<file path="src/rtl/iibs_pkg.sv">
// Shared types and constants for the integral image box sum block.
// No dependencies; imported by every module of the block.
package iibs_pkg;

    localparam int CFG_W      = 10;
    localparam int PIX_W      = 8;
    localparam int QF_W       = 10;
    localparam int ENTRY_W    = 26;
    localparam int RSUM_W     = 17;
    localparam int SUM_W      = ENTRY_W + 2;
    localparam int APB_DW     = 32;
    localparam int PADDR_W    = 3;
    localparam int IN_TDATA_W = 48;
    localparam int OUT_TDATA_W = 32;

    localparam logic [CFG_W-1:0] CFG_RESET = 10'd512;

    localparam logic REG_COLS = 1'b0;
    localparam logic REG_ROWS = 1'b1;

    localparam logic ACT_LOAD  = 1'b0;
    localparam logic ACT_QUERY = 1'b1;

    typedef struct packed {
        logic [CFG_W-1:0] image_cols;
        logic [CFG_W-1:0] image_rows;
    } t_cfg;

    typedef enum logic [3:0] {
        S_IDLE,
        S_LD_RD,
        S_LD_WR,
        S_Q_CALC,
        S_Q_RD0,
        S_Q_RD1,
        S_Q_RD2,
        S_Q_RD3,
        S_Q_DONE
    } t_state;

endpackage

</file>
<file path="src/rtl/iibs_regs.sv">
// APB register block for the integral image box sum: image width and height.
// Depends on iibs_pkg.
module iibs_regs import iibs_pkg::*; (
    input  logic               i_clk,
    input  logic               i_rst_n,
    input  logic               psel,
    input  logic               penable,
    input  logic               pwrite,
    input  logic [PADDR_W-1:0] paddr,
    input  logic [APB_DW-1:0]  pwdata,
    output logic [APB_DW-1:0]  prdata,
    output logic               pready,
    output t_cfg               o_cfg
);

    logic [CFG_W-1:0] r_image_cols;
    logic [CFG_W-1:0] r_image_rows;
    logic             wr_en;

    assign pready = 1'b1;
    assign wr_en  = psel && penable && pwrite && pready;

    always_ff @(posedge i_clk) begin
        if (!i_rst_n) begin
            r_image_cols <= CFG_RESET;
            r_image_rows <= CFG_RESET;
        end else if (wr_en) begin
            if (paddr[2] == REG_ROWS) begin
                r_image_rows <= pwdata[CFG_W-1:0];
            end else begin
                r_image_cols <= pwdata[CFG_W-1:0];
            end
        end
    end

    always_comb begin
        if (paddr[2] == REG_ROWS) begin
            prdata = APB_DW'(r_image_rows);
        end else begin
            prdata = APB_DW'(r_image_cols);
        end
    end

    assign o_cfg.image_cols = r_image_cols;
    assign o_cfg.image_rows = r_image_rows;

endmodule

</file>
<file path="config.mk">
export PLATFORM = sky130hd
export DESIGN_NAME = iibs_regs
export DESIGN_NICKNAME = d
export VERILOG_FILES = /design/src/rtl/iibs_pkg.sv /design/src/rtl/iibs_regs.sv
export SDC_FILE = /design/constraint.sdc
export NUM_CORES = 1
export LEC_CHECK = 0
export BUFFER_PORTS_ARGS = -buffer_cell sky130_fd_sc_hd__buf_2
export CAP_MARGIN = 20
export CORE_MARGIN = 8
export CORE_UTILIZATION = 40
export CTS_CLUSTER_SIZE = 8
export DETAILED_ROUTE_END_ITERATION = 10
export PLACE_DENSITY_LB_ADDON = 0.05
export SYNTH_ARGS = -nofsm -noshare
export SYNTH_HDL_FRONTEND = slang
export SYNTH_SLANG_ARGS = --single-unit
</file>
<file path="constraint.sdc">
create_clock -name i_clk -period 1.1 [get_ports i_clk]
set_input_delay 0.055 -clock i_clk [delete_from_list [all_inputs] [get_ports i_clk]]
set_output_delay 0.055 -clock i_clk [all_outputs]
set_load 0.01 [all_outputs]
</file>
# Yosys cells after proc, flatten, opt, wreduce, memory -nomap -nowiden
# Index checks and enable logic that the tools add are counted.
# word_totals
elab_cells,8
input_bits,40
output_inout_bits,53
ff_bits,20
# op_classes
mux,1
bitwise,1
n_reduce_logical,4
# ops
cell,count
$mux 10,1
$reduce_and 2->1,2
$logic_and 1x1->1,2
$not 1->1,1

# Longest topological paths before layout
# Gate-level depths: netlist of run 1.
# depth
ltp_word,3
depth_mapped,3

# Worst setup path after synthesis of run 1
# No wires, ideal clock.
# synth_timing
path_kind,register to output
startpoint,register r_image_rows[9]
endpoint,output port prdata[9]
slack_ps,427
stages_incl_launch_ff,2
arrival_time_ps,618
cell_sequence,dfxtp_1 > mux2_2
# synth_between
elab_chain_len,1
# synth_rtl
element,line,text
start: declaration,iibs_regs.sv:17,logic [CFG_W-1:0] r_image_rows;
start signal: assignment,iibs_regs.sv:29,r_image_rows <= pwdata[CFG_W-1:0];
$mux 10,iibs_regs.sv:37,if (paddr[2] == REG_ROWS) begin
end: declaration,iibs_regs.sv:11,"output logic [APB_DW-1:0] prdata,"
# No other way between the ends.

# Worst setup path after layout of run 1
# layout_timing
startpoint,register r_image_rows[4]
endpoint,output port prdata[4]
# Same word-level chain as after synthesis.

==> metrics.csv, run 1 <==
stage,metric,value,unit
yosys,syn_avg_cell_area,9.62,µm²
yosys,ys_seq_area_share,36.8,%
layout,nFillCells,266,
yosys,syn_area,0.00109,mm²
min_path,hold_path_end,r_image_rows[8],
layout,multi_input_area,568,µm²
worst_setup_path,crit_chain,"mux2_2, buf_6",
yosys,ys_seq_elements,20,
routing,drt-wirelength-per-cell,13.5,µm
timing,rsz0062_at_grt,true,
floorplan,die_h,68.1,µm
pwr,p_total,1.32,mW
yosys,yosys_warnings,0,
worst_setup_path,r2r_cells,3,
routing,wirelength,2.59,mm
worst_setup_path,path_max_fanout,3,
timing,finalCritPeriodShare,97.8,%
floorplan,ios,93,
worst_setup_path,r2r_end,r_image_rows[4],
yosys,synthCells,113,
timing,fin_worst_skew,0,ns
pwr,p_per_area,925,mW/mm²
layout,drive_above_1_share,54.0,%
clocking,insertion_delay,0.29,ns
global_routing,grt_pass1_wl,3.88,mm
worst_setup_path,arrival,1.02,ns
worst_setup_path,crit_path_end_kind,output port,
min_path,holdPathStages,3,
outcome,status,"finished, final reports clean",
global_routing,grt_max_degree,20,
floorplan,start_util,40.8,%
clocking,clockBufferDepth,2,
clocking,path_clk_slew,0.11,ns
routing,postRouteAntennaNets,0,
layout,final_util,53.6,%
yosys,synth_top_area_share,36.8,%
floorplan,fp.dieW,68.1,µm
min_path,hold_path_class,primary input to flip-flop,
worst_setup_path,r2r_slack,0.42,ns
worst_setup_path,crit_path_start_kind,flip-flop,
routing,drtIter0Drc,8,
layout,antenna_cells,0,
global_routing,grt_pass1_vias,892,
worst_setup_path,crit_path_max_incr_delay,0.34,ns
layout,nNetsFinal,203,
worst_setup_path,cp_data_required_time,1.04,ns
yosys,synth.distinct_cells,12,
floorplan,core,0.00266,mm²
clocking,cts.sinks,20,
placed_design,portBuffers,45,
routing,dr_total_vias,852,
clocking,hold_buffers,0,
routing,drc,0,
clocking,htreeDepth,1,
global_routing,grt_usage,10.6,%
yosys,yosysTopAreaCell,dfxtp_1,
worst_setup_path,path_class,flip-flop to output port,
pwr,peakVddDrop,655,µV
global_routing,antenna_found_initial,0,
routing,first_pass_iters,2,
floorplan,dieArea,0.00464,mm²
worst_setup_path,timing.rr.start,r_image_rows[4],
timing,fmax,929,MHz
layout,regArea,425,µm²
floorplan,fp-row-count,19,
placed_design,dp_hpwl,1.98,mm
clocking,cts_tree,yes,
worst_setup_path,cp_slowest_cell,dfxtp_2,
clocking,cts_buffers,3,
placed_design,globalplace.congestion,0.707,
timing,setup_viol,0,
routing,via_per_inst,4.44,
clocking,cts_root_buf,clkbuf_4,
yosys,synth.area.top_cells,"dfxtp_1 (37%), mux2i_1 (18%), buf_4 (17%)",
min_path,holdCritStartpoint,pwdata[8],
global_routing,overflow,0,
timing,min_period,1.08,ns
timing,hold_violations,0,
pwr,p_leak,0.841,nW
layout,syn2layout_area_growth,31.3,%
run,drv_cap,0,
timing,slew_violations,0,
==> cell usage in the layout (no fill, tap or decap), drive strengths merged <==
master	count
clkbuf	3
nand4	1
mux2i	20
nand2	27
buf	53
nand4b	1
conb	23
mux2	10
dfxtp	20
nor2b	3
==> worst max-delay path by stage <==
stage,start,to,cells past startpoint
after floorplan,r_image_rows[9],prdata[9],1
after global placement,paddr[2],prdata[4],4
after detailed placement,paddr[2],r_image_cols[2],3
after CTS,r_image_rows[2],prdata[2],2
after global routing,r_image_cols[2],prdata[2],2
final,r_image_rows[4],prdata[4],2
==> cell usage after synthesis, drive strengths merged <==
cell	n
mux2	10
clkbuf	1
dfxtp	20
nor2b	3
buf	28
nand2	27
conb	2
nand4b	1
nand4	1
mux2i	20
==> per-layer routing <==
layer  part of all wire (%)  GRT usage [%]  vias to the layer above
met2                     50           18.8                       34
met1                     41           12.3                      397
met5                      0              0                        -
met3                    9.1           2.62                        0
met4                      0           3.07                        0
li1                       -              -                      421
==> stage by stage <==
step                      cell area, µm²  std cells  hold WS, ns  setup slack, ns  setup TNS, ns
after floorplan                     1170        134        0.216            0.427              0
after global placement              1260        184        0.318            0.186              0
after detailed placement            1260        184        0.337            0.177              0
after CTS                           1280        187       0.0137         0.000421              0
after global routing                1430        192      0.00186          -0.0225         -0.180
final                               1430        192       0.0165           0.0238              0
==> sequential cells by signal, summed over array words and instances (netlist names) <==
name and flops:
r_image_cols 10, r_image_rows 10
==> worst max-delay path, delay by kind of cell, from the launching register on <==
family   cells  cell delay, ns
buf+inv      1            0.12
flops        1            0.34
mux          1            0.27
==> power breakdown <==
| part | switching [mW] | total (mW) | internal [mW] |
|---|---|---|---|
| combinational | 0.129 | 0.231 | 0.102 |
| sequential | 0.0108 | 0.753 | 0.742 |
| clock | 0.210 | 0.337 | 0.127 |
| total | 0.349 | 1.32 | 0.972 |
==> cell type report <==
type	instances	area share (%)
Multi-Input combinational cell	85	39.8
Sequential cell	20	29.8
Timing Repair Buffer	53	26.1
Tap cell	31	2.72
Clock buffer	3	1.58
==> cells by family (layout without fill, tap and decap cells) <==
| kind of cell | after synthesis | in the layout | share of synthesized area [%] |
|---|---|---|---|
| DFF | 20 | 20 | 36.8 |
| and+or+nand+nor | 32 | 32 | 13.8 |
| muxes | 30 | 30 | 28.8 |
| buffers and inverters | 29 | 56 | 19.9 |
| other | 2 | 23 | 0.691 |
==> what timing repair did <==
item | in CTS | in global routing
setup endpoints to repair | 1 | 10
gates resized for setup | 1 | 34
setup buffers | 0 | 5
Power figures use the tool's default switching activity.
==> run 2, diff against run 1 <==
clock period = 1.4 ns   (was 1.1 ns; I/O delays follow)
==> run 2 against run 1 <==
Sequential power fell by 22%. Global-route usage decreased by 0.70 points. Sequential share of layout area grew 1.9 points. Die area is the same. Largest power group unchanged. Highest routed layer unchanged.
==> metrics.csv, run 2 (synthesis gave the netlist of run 1 again) <==
stage,metric,value,unit,change
floorplan,start_util,40.8,%,unchanged
routing,postRouteAntennaNets,0,,unchanged
placed_design,pre_cts_ws,0.402,ns,+0.224 ns
worst_setup_path,crit_chain,"mux2_2, buf_2",,
layout,nNetsFinal,197,,-3.0%
floorplan,dieArea,0.00464,mm²,unchanged
run,drv_cap,0,,unchanged
routing,dr_total_vias,820,,-3.8%
floorplan,core,0.00266,mm²,unchanged
routing,via_per_inst,4.39,,-1.2%
layout,antenna_cells,0,,unchanged
floorplan,die_h,68.1,µm,unchanged
layout,multi_input_area,549,µm²,-3.3%
routing,drt-wirelength-per-cell,12.9,µm,-4.3%
outcome,status,"finished, final reports clean",,
worst_setup_path,cp_num_buf_inv,1,,unchanged
clocking,clockBufferDepth,2,,unchanged
layout,syn2layout_area_growth,16.3,%,
global_routing,antenna_found_initial,0,,unchanged
clocking,insertion_delay,0.29,ns,about the same
clocking,cts_tree,yes,,
worst_setup_path,crit_path_max_incr_delay,0.35,ns,about the same
clocking,cts.sinks,20,,unchanged
worst_setup_path,arrival,1.03,ns,about the same
floorplan,fp-row-count,19,,unchanged
min_path,hold_path_class,primary input to flip-flop,,
placed_design,globalplace.congestion,0.701,,-0.85%
timing,timing.final.ws_setup,0.296,ns,+0.272 ns
pwr,p_per_area,843,mW/mm²,-8.9%
routing,drc,0,,unchanged
global_routing,grt_pass1_wl,3.65,mm,-5.9%
floorplan,ios,93,,unchanged
worst_setup_path,cp_data_required_time,1.33,ns,+0.29 ns
clocking,post_cts_buffers,0,,unchanged
placed_design,dp.cells,183,,-0.54%
placed_design,portBuffers,45,,unchanged
layout,drive_above_1_share,39.7,%,-14 points
worst_setup_path,crit_path_start_kind,flip-flop,,
clocking,cts_root_buf,clkbuf_4,,
layout,final_cell_mix,"buf_2 (45), nand2_1 (27), conb_1 (23)",,
timing,min_period,1.10,ns,
clocking,cts_buffers,3,,unchanged
global_routing,grt_usage,9.88,%,-0.70 points
routing,first_pass_iters,3,,+1
layout,reg.largest.list,"r_image_cols (10), r_image_rows (10)",,
routing,wirelength,2.42,mm,-6.8%
worst_setup_path,cp_slowest_cell,dfxtp_1,,
timing,rsz0062_at_grt,false,,
timing,finalCritPeriodShare,78.9,%,
routing,drtIter0Drc,25,,+17
clocking,hold_buffers,0,,unchanged
timing,setup_viol,0,,unchanged
worst_setup_path,path_class,flip-flop to output port,,
floorplan,fp.dieW,68.1,µm,unchanged
pwr,p_leak,0.775,nW,-7.9%
timing,fin_worst_skew,0,ns,unchanged
global_routing,overflow,0,,unchanged
clocking,path_clk_slew,0.11,ns,about the same
layout,regArea,400,µm²,-5.9%
timing,slew_violations,0,,unchanged
pwr,peakVddDrop,560,µV,-15%
layout,final_common_cell,buf_2,,
placed_design,dp_hpwl,1.88,mm,-4.6%
timing,hold_violations,0,,unchanged
layout,final_cells,187,,-2.6%
clocking,cts-resized-gates,0,,-1
layout,nFillCells,272,,+2.3%
worst_setup_path,crit_path_end_kind,output port,,
global_routing,grt_max_degree,26,,+30%
global_routing,grt_pass1_vias,814,,-8.7%
clocking,htreeDepth,1,,unchanged
worst_setup_path,path_max_fanout,3,,unchanged
timing,whs,0.0336,ns,+0.0171 ns
timing,fin_setup_tns,0,ns,unchanged
timing,fmax,906,MHz,
worst_setup_path,cp_top_family,flip-flops,,
## run 2: worst paths after layout
kind	from	endpoint	slack (ns)	cells past startpoint
min	pwdata[6]	r_image_rows[6]	0.03	3
max reg2reg	r_image_cols[3]	r_image_cols[3]	0.77	2
max	r_image_rows[9]	prdata[9]	0.30	2
min reg2reg	r_image_rows[6]	r_image_rows[6]	0.48	2
## run 2: per-stage QoR
step	area, µm²	power [mW]	util, %
floorplan	1170	0.749	-
global placement	1230	0.751	46.1
detailed placement	1230	0.754	46.1
CTS	1260	1.08	47.5
global route	1260	1.13	47.5
finish	1260	1.07	47.5
## run 2: layout make-up
cell class                 instances  area share (%)
multi-input combinational         85            43.4
sequential                        20            31.7
tap                               31            3.07
clock buffer                       4            2.87
timing repair buffer              47            19.0
## run 2: routing by layer
layer	up-vias	track usage [%]	wire (µm)
li1	415	-	-
met1	371	12.0	1020
met3	0	2.78	230
met4	0	3.07	0
met5	-	0	0
met2	34	16.5	1170
## run 2: power breakdown
part	switching, mW	internal (mW)	total [mW]
clock	0.167	0.158	0.325
combinational	0.0941	0.0573	0.151
sequential	0.00829	0.581	0.590
total	0.269	0.797	1.07
## run 2: tightest hold or removal path: cells and delay by family
family | cells | cell delay [ns]
buffers and inverters | 1 | 0.09
multiplexers | 1 | 0.06
AND/OR/NAND/NOR | 1 | 0.06
